$ cat src/hdl/sbl_pkg.sv
// ============================================================================
// sbl_pkg - shared types and constants for the 3x3 Sobel edge magnitude block
// Pixel and sum widths, register indexes, window column and gradient sum types.
// ============================================================================
`default_nettype none

package sbl_pkg;

	localparam int PIX_W = 8;     // grey level width
	localparam int CFG_W = 12;    // widest configuration register
	localparam int ROW_W = 12;    // row counter width
	localparam int SUM_W = 10;    // a + 2b + c over three pixels
	localparam int IDX_W = 2;     // configuration register index width

	// first interior row / column and the output ceiling
	localparam int FIRST_INTERIOR = 2;
	localparam int MAG_MAX        = 255;

	// configuration register indexes
	localparam logic [IDX_W-1:0] REG_EDGE_MODE    = 2'd0;
	localparam logic [IDX_W-1:0] REG_FRAME_WIDTH  = 2'd1;
	localparam logic [IDX_W-1:0] REG_FRAME_HEIGHT = 2'd2;

	// one window column, top to bottom
	typedef struct packed {
		logic [PIX_W-1:0] top;
		logic [PIX_W-1:0] mid;
		logic [PIX_W-1:0] bot;
	} col_t;

	// 1-2-1 sums that feed the two gradients
	typedef struct packed {
		logic [SUM_W-1:0] left;
		logic [SUM_W-1:0] right;
		logic [SUM_W-1:0] upper;
		logic [SUM_W-1:0] lower;
	} sums_t;

endpackage

`default_nettype wire

$ cat src/hdl/sbl_grad.sv
// ============================================================================
// sbl_grad - gradient magnitude
// |Gx| + |Gy| from the 1-2-1 sums, single-polarity option, saturated to 8 bits.
// ============================================================================
`default_nettype none

module sbl_grad
	import sbl_pkg::*;
(
	input  wire sums_t            sums,
	input  wire logic             edge_mode,
	output logic      [PIX_W-1:0] magnitude
);

	logic [SUM_W-1:0] gx;
	logic [SUM_W-1:0] gy;
	logic [SUM_W:0]   total;

	// horizontal part: right minus left
	always_comb begin
		if (sums.left > sums.right) begin
			gx = edge_mode ? '0 : sums.left - sums.right;
		end else begin
			gx = sums.right - sums.left;
		end
	end

	// vertical part: lower minus upper
	always_comb begin
		if (sums.upper > sums.lower) begin
			gy = edge_mode ? '0 : sums.upper - sums.lower;
		end else begin
			gy = sums.lower - sums.upper;
		end
	end

	// add and clip
	assign total     = {1'b0, gx} + {1'b0, gy};
	assign magnitude = (total > (SUM_W+1)'(MAG_MAX)) ? PIX_W'(MAG_MAX) : total[PIX_W-1:0];

endmodule

`default_nettype wire

$ cat config.mk
export PLATFORM = sky130hd
export DESIGN_NAME = sbl_grad
export DESIGN_NICKNAME = d
export VERILOG_FILES = /design/src/hdl/sbl_pkg.sv /design/src/hdl/sbl_grad.sv
export SDC_FILE = /design/constraint.sdc
export NUM_CORES = 1
export LEC_CHECK = 0
export BUFFER_PORTS_ARGS = -buffer_cell sky130_fd_sc_hd__buf_4
export CAP_MARGIN = 40
export CORE_ASPECT_RATIO = 1.2
export CORE_MARGIN = 2
export CORE_UTILIZATION = 50
export DETAILED_ROUTE_END_ITERATION = 6
export GPL_ROUTABILITY_DRIVEN = 1
export PLACE_DENSITY = 0.85
export SETUP_SLACK_MARGIN = 0.3
export SLEW_MARGIN = 20
export SYNTH_ARGS = -nofsm -noshare
export SYNTH_HDL_FRONTEND = slang
export SYNTH_SLANG_ARGS = --single-unit
$ cat constraint.sdc
create_clock -name vclk -period 4.8
set_input_delay 0.48 -clock vclk [all_inputs]
set_output_delay 0.48 -clock vclk [all_outputs]
set_load 0.01 [all_outputs]
==> impl_results.md <==
- Initial antenna violation count: 0
- Clkbuf count: 0
- Initial DRC count: 312
- Average cell area after synthesis: 6.857 um^2
- Detail Route Antenna Nets: 0
- CP Max Fanout: 8
- Hold/Removal Path Class: in2out
- Ports: 49
- Register area share after synthesis: 0
- Most common cell after layout, fill and taps aside: buf_4
- Ys Warns: 0
- Post-route DRC: 0
- DP HPWL: 5500 um
- Routability cong.: 0.8983
- Worst Path Buf+Inv: 3
- Maxcap violations: 0
- Routed wire length: 7287 um
- Die H: 81.19 um
- Commonest cells after routing, fill and taps aside: buf_4 (71), inv_1 (47), ha_1 (38)
- First-pass GRT wire length: 11960 um
- Slew @ Worst Pin: 0.4164 ns
- Met3 Track Usage GR: 0.01801
- Final Hold Vio Count: 0
- Post-Synthesis Cell Area: 2482 um^2
- Worst Setup Path Type: in2out
- Final worst path period share: 0.9486
- Vias after detailed routing: 2895
- Global Route Usage Sum: 0.2675
- Seq cells: 0
- Worst setup SP type: input pin
- Leak Pwr: 1.687 nW
- Multiplexer share of the synthesized area: 0
- CP peak stage delay: 0.39 ns
- Run status: completed
- Die area: 5547 um^2
- Critical-path cell list: buf_4 -> ha_4 -> fa_2 -> nor2b_2 -> o21ai_2 -> a21oi_2 -> o21ai_2 -> nand2_1 -> a21oi_2 -> ha_2 -> fa_2 -> a211oi_4 -> o21bai_1 -> a2111o_1 -> a31o_1 -> a211oi_4 -> buf_12 -> nand2b_1 -> buf_4
- Post-route cell area: 3426 um^2
- Area growth from synthesis to layout: 38.00%
- Largest family of logic cells by synthesized area: compound AO/OA/AOI/OAI gates
- # rows: 28
- Fin cells: 489
- Syn nets: 456
- Power Total: 0.0008184 W
- Fmax: 219.6 MHz
- Port-buffer cells: 49
- Synth Area in XOR/XNOR: 0.06351
- Slowest stage cell, crit path: fa_2
- Unrepaired setup endpoints after global routing: true
- Cell taking the most area after synthesis: ha_1
- WP data arrival: 4.07 ns
- Cell family with most CP delay: compound AO/OA/AOI/OAI gates
- Peak VDD IR: 141.8 uV
- Starting Density: 0.5098
- Drt via density: 5.920
- Pins over their slew limit: 0
- Register area: 0 um^2
- Pre-Repair DR Iteration Count: 4
- Post-Synth Simple-Gate Area: 0.1885
- Met2 GRT Util: 0.5379
- Synth Area in Compound Gates: 0.3624
- Fin nets: 525
- Setup Viol. Count Final: 0
- Global route overflow: 0
- Post-synth top area share: 0.2419
- Adder-Cell Fraction of Synth Area: 0.2823
- Floorplan core area: 4870 um^2
- Largest net degree at the start of global routing: 17
- CP required: 4.32 ns
- Share of post-route cells with drive strength above 1: 0.3263
- Synth top area cells: ha_1 (24%), inv_1 (7.7%), a21oi_1 (7.5%), xnor2_1 (4.9%), a21o_1 (4.5%)
- Crit. End Element: output pin
- Diodes inserted: 0
- DP Cell Count: 477
- Die W: 68.32 um
- Final WS setup: 0.2467 ns
- Routed len/inst: 14.90 um
- Gate Count Post-Synth: 362
- Number of global-route vias before repair: 2809
- Placed inst area: 3092 um^2
- Final min period: 4.553 ns
- Post-place setup slack: -0.1403 ns
- Pwr dens: 238.9 nW/um^2
- Slew headroom: 0.7195
- Busiest layer in global routing: met2
- Met1 GRT Util: 0.2933
- Synth cell types: 51
## per-stage QoR
stage	hold WS, ns	TNS, ns	util
4_1_cts	1.619	0	0.6912
3_3_place_gp	1.609	0	0.6349
3_5_place_dp	1.646	-1.029	0.6349
6_report	1.611	0	0.7035
2_1_floorplan	1.518	0	-
5_1_grt	1.654	0	0.7035
## kinds of logic (layout without fill, tap and decap cells)
kind of cell | count (synthesis) | after routing
AO/OA/AOI/OAI | 131 | 131
XOR/XNOR | 18 | 18
adder cells (fa/ha/maj) | 53 | 53
buffers and inverters | 64 | 131
AND/OR/NAND/NOR | 96 | 96
## cells in the mapped netlist (3+ instances only)
| library cell | count |
|---|---|
| a211oi_1 | 7 |
| a21o_1 | 15 |
| a21oi_1 | 37 |
| a22o_1 | 7 |
| and2_1 | 3 |
| and3_1 | 4 |
| buf_2 | 7 |
| clkbuf_1 | 4 |
| fa_1 | 5 |
| ha_1 | 48 |
| inv_1 | 51 |
| nand2_1 | 22 |
| nand2b_1 | 11 |
| nand3_1 | 5 |
| nand4_1 | 3 |
| nor2_1 | 28 |
| nor2b_1 | 4 |
| nor3_1 | 5 |
| nor4_1 | 3 |
| o21a_1 | 6 |
| o21ai_0 | 17 |
| o21bai_1 | 8 |
| o221ai_1 | 3 |
| or3_1 | 3 |
| xnor2_1 | 14 |
| xor2_1 | 4 |
## repair_timing
action	CTS	global route
buffers inserted	11	1
pin swaps	16	14
resized for setup	49	12
hold buffers	0	0
endpoints found under the setup margin	8	8
## worst paths after layout
kind,cells past startpoint,start,end
hold / removal,5,edge_mode,magnitude[0]
setup / recovery,19,sums[0],magnitude[0]
## final cells by class
type / count / area [um^2]
multi-input cells: 298 / 2510
fillers: 388 / 1444
repair buffers: 80 / 646.9
inverters: 51 / 193.9
well taps: 60 / 75.07
## per-layer routing
layer / wire length, um / vias up
met2: 4015 / 87
met5: 0 / -
met4: 182 / 0
met3: 268 / 24
li1: - / 1421
met1: 2820 / 1363
## power breakdown
group          switching, W  internal, W
Combinational      0.000420     0.000399
Sequential                0            0
Clock                     0            0
Total              0.000420     0.000399
Note: power is estimated with default switching activity, not from simulation.
