File: src/hdl/sbl_pkg.sv
// ============================================================================
// sbl_pkg - shared types and constants for the 3x3 Sobel edge magnitude block
// Pixel and sum widths, register indexes, window column and gradient sum types.
// ============================================================================
`default_nettype none

package sbl_pkg;

	localparam int PIX_W = 8;     // grey level width
	localparam int CFG_W = 12;    // widest configuration register
	localparam int ROW_W = 12;    // row counter width
	localparam int SUM_W = 10;    // a + 2b + c over three pixels
	localparam int IDX_W = 2;     // configuration register index width

	// first interior row / column and the output ceiling
	localparam int FIRST_INTERIOR = 2;
	localparam int MAG_MAX        = 255;

	// configuration register indexes
	localparam logic [IDX_W-1:0] REG_EDGE_MODE    = 2'd0;
	localparam logic [IDX_W-1:0] REG_FRAME_WIDTH  = 2'd1;
	localparam logic [IDX_W-1:0] REG_FRAME_HEIGHT = 2'd2;

	// one window column, top to bottom
	typedef struct packed {
		logic [PIX_W-1:0] top;
		logic [PIX_W-1:0] mid;
		logic [PIX_W-1:0] bot;
	} col_t;

	// 1-2-1 sums that feed the two gradients
	typedef struct packed {
		logic [SUM_W-1:0] left;
		logic [SUM_W-1:0] right;
		logic [SUM_W-1:0] upper;
		logic [SUM_W-1:0] lower;
	} sums_t;

endpackage

`default_nettype wire

File: src/hdl/sbl_cell.sv
// ============================================================================
// sbl_cell - one window column cell
// Holds a three-pixel column and takes its neighbor's column on each shift.
// ============================================================================
`default_nettype none

module sbl_cell
	import sbl_pkg::*;
(
	input  wire logic clk,
	input  wire logic arst_n,
	input  wire logic shift,
	input  wire col_t din,
	output col_t      dout
);

	col_t col_q;

	// column register, shifts with the pixel stream
	always_ff @(posedge clk or negedge arst_n) begin
		if (!arst_n) begin
			col_q <= '0;
		end else if (shift) begin
			col_q <= din;
		end
	end

	assign dout = col_q;

endmodule

`default_nettype wire

File: config.mk
export PLATFORM = sky130hd
export DESIGN_NAME = sbl_cell
export DESIGN_NICKNAME = d
export VERILOG_FILES = /design/src/hdl/sbl_pkg.sv /design/src/hdl/sbl_cell.sv
export SDC_FILE = /design/constraint.sdc
export NUM_CORES = 1
export LEC_CHECK = 0
export BUFFER_PORTS_ARGS = -buffer_cell sky130_fd_sc_hd__buf_2
export CELL_PAD_IN_SITES_DETAIL_PLACEMENT = 0
export CELL_PAD_IN_SITES_GLOBAL_PLACEMENT = 1
export CORE_MARGIN = 10
export CORE_UTILIZATION = 31
export DETAILED_ROUTE_END_ITERATION = 6
export PLACE_DENSITY_LB_ADDON = 0.1
export SETUP_SLACK_MARGIN = 0.4
export SLEW_MARGIN = 10
export SYNTH_ARGS = -nofsm -noshare
export SYNTH_HDL_FRONTEND = slang
export SYNTH_SLANG_ARGS = --single-unit
File: constraint.sdc
create_clock -name clk -period 0.8 [get_ports clk]
set_input_delay 0.12 -clock clk [delete_from_list [all_inputs] [get_ports clk]]
set_output_delay 0.12 -clock clk [all_outputs]
set_load 0.02 [all_outputs]
==> results of run 1 <==
-- power by group through the flow --
stage | Sequential (W) | Combinational [W] | Clock [W]
5_1_grt | 0.00147 | 0.000890 | 0.000722
3_5_place_dp | 0.00144 | 0.000652 | 0
4_1_cts | 0.00145 | 0.000837 | 0.000663
6_report | 0.00145 | 0.000837 | 0.000633
3_3_place_gp | 0.00144 | 0.000646 | 0
2_1_floorplan | 0.00160 | 0.000238 | 0
-- per-stage QoR --
stage / worst slack [ps] / std cells / power, W
after floorplan: -22.2 / 51 / 0.00184
final: -207 / 154 / 0.00292
after global routing: -262 / 154 / 0.00308
after global placement: -121 / 145 / 0.00209
after detailed placement: -128 / 145 / 0.00209
after CTS: -227 / 153 / 0.00295
-- per-layer routing --
metal  wire [um]  up-vias
li1            -      291
met1        1130      299
met2         957       37
met3         246        0
met4           0        0
met5           0        -
-- cells in the mapped netlist --
cell type / instances
mux2_2: 4
buf_6: 1
dfrtp_1: 24
mux2_4: 20
buf_12: 2
-- how the worst max path moves through the flow --
| stage | cells after the start | slack, ps | to | startpoint |
|---|---|---|---|---|
| 3_5_place_dp | 3 | -130 | dout[8] | shift |
| 5_1_grt | 1 | -260 | dout[22] | dout[22] |
| 6_report | 1 | -210 | dout[11] | dout[11] |
| 3_3_place_gp | 3 | -120 | dout[1] | shift |
| 4_1_cts | 1 | -230 | dout[11] | dout[11] |
| 2_1_floorplan | 1 | -20 | dout[0] | dout[0] |
-- cells by family after synthesis --
kind of cell	count (synthesis)
multiplexers	24
flip-flops	24
buffers and inverters	3
-- timing repair --
action | in CTS | in global routing
setup endpoints to repair | 48 | 48
endpoints found under the hold margin | 24 | 27
resized for setup | 52 | 2
setup buffers | 4 | 1
pin swaps | 0 | 0
-- final cells by class --
type | count | share of cell area [%]
tap | 44 | 3.47
clock buffer | 4 | 2.29
multi-input combinational | 24 | 22.0
timing repair buffer | 58 | 32.5
sequential | 24 | 39.7
==> metrics.yaml, run 1 <==
synthAdderAreaFrac_pct: 0
rr_startpoint: "dout[6]"
r2r_setup_slack_ps: -100
synth_area_leader_cell: "dfrtp_1"
timing.final.crit_share_pct: 126
drt.antenna.violating_nets: 0
syn_to_final_growth_pct: 59.2
core_sq_um: 3080
synth_area_sq_um: 997
io_buffer_count: 50
yosys_warnings: 0
maxCapViolations: 0
drtIter0Drc: 12
grt_max_degree: 14
grt_use_met2_pct: 11.3
clock_latency_ps: 300
cts_buffers: 3
combPwrFrac_pct: 28.7
relSlewSlack_pct: 79.9
num_antenna_cells: 0
fin_ws_ps: -207
place_area_sq_um: 1340
peakVddDrop_v: 0.000678
finalNetCount: 138
setup_tns_ps: -5150
fillers: 268
ys_seq_elements: 24
worstMarginPinSlew_ps: 302
routedWlPerCell_um: 15.1
setup_viol: 32
crit_path_max_fanout: 2
drv_slew: 0
grt_pass1_wl_mm: 3.93
layout_common_cells: "buf_6 (29), buf_2 (26), dfrtp_2 (24), mux2_4 (21)"
dieArea_sq_um: 5890
gp_congestion: 0.645
max_stage_delay_ps: 440
p_leak_nw: 0.768
dr_total_vias: 627
end_kind: "primary output"
cp.arrival_ps: 890
track_usage_pct: 8.19
synth_top_area_share_pct: 60.2
hold_violations: 24
slowest_stage: "dfrtp_2"
die_x_um: 76.7
synth_compound_area_share_pct: 0
use_met3_pct: 3.96
ys_types: 5
swShare_pct: 26.5
worstPathCellList: "buf_6"
power_frac_seq_pct: 49.7
worst-path-buf-inv: 1
drc_errors: 0
p_int_w: 0.00215
final_area_sq_um: 1590
max_freq_mhz: 993
overflow: 0
cts_sinks: 24
synthSimpleGateAreaFrac_pct: 0
hold_class: "input port to asynchronous set/reset pin"
syn_nets: 78
synth_xor_area_share_pct: 0
rows: 20
cts_root_buffer: "clkbuf_4"
power_switching_w: 0.000775
utilization_pct: 51.6
critPathRequiredTime_ps: 680
grt_setup_unrepaired: "true"
die_height_um: 76.7
outcome: "complete, but fails checks"
htree_levels: 1
synth.avg_cell_area_sq_um: 19.6
hold_ws_ps: -332
critical_path_class: "register to primary output"
final_common_cell: "buf_6"
start_kind: "register"
finalCriticalPeriod_ps: 1010
largest_reg_flops: 24
grt_pass1_vias: 731
violations: "negative hold slack, negative setup slack"
boundaryPins: 51
clockBufferDepth: 2
clkTransAtPathRegs_ps: 130
grt.busiest_layer: "met2"
synthMuxAreaShare_pct: 34.6
viasPerCell: 4.07
clkPwrFrac_pct: 21.7
firstDrtPassIters: 3
antenna_found_initial: 0
worstReg2RegEnd: "dout[6]"
grt_use_met1_pct: 10.8
initial_core_util_pct: 32.4
synth_top_cells_by_area: "dfrtp_1 (60%), mux2_4 (30%), mux2_2 (4.5%)"
power.density_nw_per_um2: 1840
synthCells: 51
ys_seq_area_share_pct: 60.2
cpLargestDelayFamily: "flip-flops"
wl_mm: 2.33
cts_tree: "done"
drive_gt1_share_pct: 100
synth_top_family_by_area: "multiplexers"
r2r_cells: 2
fin_skew_ps: 0
register_area_sq_um: 631
multiInputGateArea_sq_um: 349
(Power assumes the default switching activity.)
==> run 2, diff against run 1 <==
--- a/config.mk
+++ b/config.mk
@@ -5,12 +5,12 @@
 export SDC_FILE = /design/constraint.sdc
 export NUM_CORES = 1
 export LEC_CHECK = 0
-export BUFFER_PORTS_ARGS = -buffer_cell sky130_fd_sc_hd__buf_2
 export CELL_PAD_IN_SITES_DETAIL_PLACEMENT = 0
 export CELL_PAD_IN_SITES_GLOBAL_PLACEMENT = 1
 export CORE_MARGIN = 10
-export CORE_UTILIZATION = 31
+export CORE_UTILIZATION = 40
 export DETAILED_ROUTE_END_ITERATION = 6
+export DONT_BUFFER_PORTS = 1
 export PLACE_DENSITY_LB_ADDON = 0.1
 export SETUP_SLACK_MARGIN = 0.4
 export SLEW_MARGIN = 10
==> metrics.yaml, run 2 (synthesis results as in run 1) <==
grt_pass1_wl_mm: 3.88
drt.antenna.violating_nets: 0
gp_congestion: 0.784
cts_root_buffer: "clkbuf_4"
antenna_found_initial: 0
combPwrFrac_pct: 25.4
max_freq_mhz: 987
power.density_nw_per_um2: 2090
initial_core_util_pct: 41.0
p_int_w: 0.00238
cts_sinks: 24
max_stage_delay_ps: 450
num_antenna_cells: 0
hold_ws_ps: -523
finalCriticalPeriod_ps: 1010
drtIter0Drc: 13
fin_skew_ps: 0
hold_violations: 48
overflow: 0
final_cells: 120
violations: "negative hold slack, negative setup slack"
die_height_um: 69.9
track_usage_pct: 10.0
syn_to_final_growth_pct: 49.8
power_switching_w: 0.000735
grt_pass1_vias: 708
drv_slew: 0
viasPerCell: 4.70
wl_mm: 2.45
io_buffer_count: 0
clockBufferDepth: 2
clkPwrFrac_pct: 27.7
relSlewSlack_pct: 90.9
routedWlPerCell_um: 20.4
drc_errors: 0
core_sq_um: 2430
dr_total_vias: 564
timing.final.crit_share_pct: 127
cts_tree: "done"
slowest_stage: "dfrtp_2"
dp_cells: 102
dp_slack_ps: 13.5
cp.arrival_ps: 890
clkTransAtPathRegs_ps: 140
worstMarginPinSlew_ps: 136
peakVddDrop_v: 0.00117
maxCapViolations: 0
end_kind: "primary output"
cts_buffers: 3
critical_path_class: "register to primary output"
grt_max_degree: 25
swShare_pct: 23.6
outcome: "complete, but fails checks"
drive_gt1_share_pct: 100
power_frac_seq_pct: 46.9
p_leak_nw: 0.694
htree_levels: 1
die_x_um: 69.9
firstDrtPassIters: 3
critPathRequiredTime_ps: 680
clock_latency_ps: 300
worst-path-buf-inv: 1
start_kind: "register"
grt_setup_unrepaired: "true"
rows: 18
setup_viol: 38
fin_ws_ps: -213
finalNetCount: 118
dieArea_sq_um: 4890
hold_class: "input port to asynchronous set/reset pin"
cpLargestDelayFamily: "flip-flops"
largest_reg_flops: 24
boundaryPins: 51
worstPathCellList: "buf_6"
layout_common_cells: "buf_6 (38), dfrtp_2 (24), mux2_4 (20), mux2_2 (4), clkbuf_4 (3)"
crit_path_max_fanout: 2
final_common_cell: "buf_6"
run 2: cell type report:
class                           instances  area (sq um)
Multi-Input combinational cell         24           345
Fill cell                             158           938
Clock inverter                          1          30.0
Clock buffer                            3          22.5
Tap cell                               30          37.5
Timing Repair Buffer                   38           428
Sequential cell                        24           631
run 2: timing repair:
| item | 4_1_cts | 5_1_grt |
|---|---|---|
| endpoints found under the setup margin | 48 | 48 |
| gates resized for setup | 33 | 5 |
| setup buffers | 13 | 1 |
| pin swaps | 0 | 0 |
| endpoints found under the hold margin | 48 | 48 |
run 2: metal layers:
layer  global-route usage (%)  wire length [um]  vias to the layer above
li1                         -                 -                      252
met1                     9.88               900                      285
met2                     18.0              1350                       27
met3                     4.66               193                        0
met4                     3.29                 0                        0
met5                        0                 0                        -
run 2: stage by stage:
step / util (%) / hold WS (ps) / area, sq um / TNS (ps) / total power (W)
after global routing: 61.4 / -556 / 1490 / -7750 / 0.00325
after detailed placement: 49.1 / -175 / 1190 / 0 / 0.00203
final: 61.4 / -523 / 1490 / -6300 / 0.00312
after global placement: 49.1 / -175 / 1190 / 0 / 0.00201
after CTS: 60.3 / -535 / 1470 / -6500 / 0.00312
after floorplan: - / -176 / 1030 / -498 / 0.00184
run 2: worst reg2reg max path, delay by kind of cell, from the launching register on:
family   cells  cell delay [ps]
flops        1              450
mux          1              260
buf+inv      1              120
run 2: power by group through the flow:
stage / clock, W / sequential, W / combinational [W]
floorplan: 0 / 0.00160 / 0.000238
global placement: 0 / 0.00144 / 0.000570
detailed placement: 0 / 0.00145 / 0.000575
CTS: 0.000888 / 0.00145 / 0.000779
global route: 0.000937 / 0.00148 / 0.000832
finish: 0.000863 / 0.00146 / 0.000793
run 2: worst paths after layout:
kind / from / slack (ps) / depth (start not counted) / to
max reg2reg: dout[10] / -130 / 2 / dout[10]
min in group clk: din[5] / -60 / 1 / dout[5]
min reg2reg: dout[23] / 550 / 1 / dout[23]
max: dout[8] / -210 / 1 / dout[8]
min: arst_n / -520 / 0 / dout[1]
max in group asynchronous: arst_n / 1230 / 0 / dout[3]
==> run 3, diff against run 2 <==
==> constraint.sdc (replaced) <==
create_clock -name clk -period 0.8 [get_ports clk]
set_input_delay 0.24 -clock clk [delete_from_list [all_inputs] [get_ports clk]]
set_output_delay 0.24 -clock clk [all_outputs]
set_load 0.02 [all_outputs]
==> metrics.yaml, run 3 (synthesis results as in run 1) <==
outcome: "complete, but fails checks"
violations: "negative hold slack, negative setup slack"
cts_tree: "done"
rr_startpoint: "dout[23]"
routedWlPerCell_um: 20.5
grt_setup_unrepaired: "true"
fillers: 184
die_height_um: 69.9
timing.final.crit_share_pct: 141
viasPerCell: 4.63
dr_total_vias: 592
critPathRequiredTime_ps: 560
firstDrtPassIters: 4
htree_levels: 1
hold_ws_ps: -395
finalCriticalPeriod_ps: 1120
drc_errors: 0
register_area_sq_um: 606
final_area_sq_um: 1510
grt_pass1_vias: 679
worst-path-buf-inv: 1
critical_path_class: "register to primary output"
peakVddDrop_v: 0.00108
slowest_stage: "dfrtp_1"
critPathLaunch: "dout[16]"
dp_cells: 102
finalNetCount: 126
worstPathCellList: "buf_6"
dieArea_sq_um: 4890
power_switching_w: 0.000746
dp_hpwl_mm: 1.78
p_int_w: 0.00218
worstMarginPinSlew_ps: 130
end_kind: "primary output"
core_sq_um: 2430
die_x_um: 69.9
maxCapViolations: 0
boundaryPins: 51
io_buffer_count: 0
track_usage_pct: 9.85
place_area_sq_um: 1170
grt_max_degree: 25
cts_buffers: 3
final_cells: 128
hold_class: "input port to asynchronous set/reset pin"
power.density_nw_per_um2: 1930
fin_ws_ps: -325
fin_skew_ps: 0
initial_core_util_pct: 41.0
antenna_found_initial: 0
clockBufferDepth: 2
cts_sinks: 24
setup_viol: 41
syn_to_final_growth_pct: 51.7
r2r_cells: 3
final_common_cell: "buf_6"
hold_violations: 24
wl_mm: 2.63
drive_gt1_share_pct: 79.6
drtIter0Drc: 28
power_frac_seq_pct: 49.1
gp_congestion: 0.914
combPwrFrac_pct: 29.3
layout_common_cells: "buf_6 (37), mux2_4 (21), dfrtp_1 (20), buf_4 (9), dfrtp_2 (4)"
start_kind: "register"
dp_slack_ps: 16.2
grt_pass1_wl_mm: 3.82
cts_root_buffer: "clkbuf_4"
drv_slew: 0
clkTransAtPathRegs_ps: 130
cp.arrival_ps: 880
drt.antenna.violating_nets: 0
rows: 18
max_freq_mhz: 889
num_antenna_cells: 0
multiInputGateArea_sq_um: 349
swShare_pct: 25.5
cpLargestDelayFamily: "flip-flops"
r2r_setup_slack_ps: -240
relSlewSlack_pct: 91.3
clkPwrFrac_pct: 21.5
largest_reg_flops: 24
overflow: 0
p_leak_nw: 0.749
max_stage_delay_ps: 430
crit_path_max_fanout: 2
worstReg2RegEnd: "dout[23]"
power.total_w: 0.00293
clock_latency_ps: 300
run 3: cell count changes in the layout (fill, tap and decap cells not counted):
cell | previous run | this run
mux2_2 | 4 | 3
buf_4 | 0 | 9
bufinv_16 | 1 | 0
mux2_4 | 20 | 21
dfrtp_2 | 24 | 4
dfrtp_1 | 0 | 20
clkbuf_8 | 0 | 1
buf_6 | 38 | 37
run 3: routing by layer:
layer | up-vias | share of wire (%) | global-route usage (%) | wire length [um]
li1 | 269 | - | - | -
met1 | 298 | 38 | 10.6 | 1010
met2 | 23 | 54 | 17.6 | 1430
met3 | 2 | 7.0 | 3.53 | 183
met4 | 0 | 0.30 | 2.63 | 8
met5 | - | 0 | 0 | 0
run 3: stage by stage:
stage	utilization (%)	setup TNS, ps	hold slack [ps]
after floorplan	-	-2020	-55.6
after global placement	48.0	0	-54.8
after detailed placement	48.0	0	-54.8
after CTS	58.3	-8930	-404
after global routing	62.2	-10970	-422
final	62.2	-9630	-395
run 3: power by group through the flow:
stage	Clock (W)	Combinational, W	Sequential [W]
after global placement	0	0.000569	0.00142
after global routing	0.000695	0.000900	0.00145
after floorplan	0	0.000243	0.00158
final	0.000631	0.000858	0.00144
after detailed placement	0	0.000572	0.00143
after CTS	0.000643	0.000773	0.00143
run 3: layout make-up:
class / count / area share [%]
repair buffers: 46 / 32.0
well taps: 30 / 2.48
multi-input cells: 24 / 23.1
flip-flops and latches: 24 / 40.0
clock buffers: 4 / 2.40
run 3: worst register-to-register path, delay by kind of cell (launching register included):
| kind | cells | cell delay, ps |
|---|---|---|
| flip-flops | 1 | 430 |
| buffers and inverters | 2 | 250 |
| multiplexers | 1 | 260 |
run 3: worst max-delay path by stage:
| stage | slack, ps | to | depth (start not counted) |
|---|---|---|---|
| floorplan | -100 | dout[0] | 3 |
| global placement | 30 | dout[15] | 1 |
| detailed placement | 20 | dout[10] | 1 |
| CTS | -320 | dout[21] | 1 |
| global route | -370 | dout[11] | 1 |
| finish | -320 | dout[16] | 1 |
run 3: repair_timing:
item                                    CTS  global route
gates resized for setup                  27            11
endpoints found under the setup margin   48            48
setup buffers                            15             7
endpoints found under the hold margin    24            24
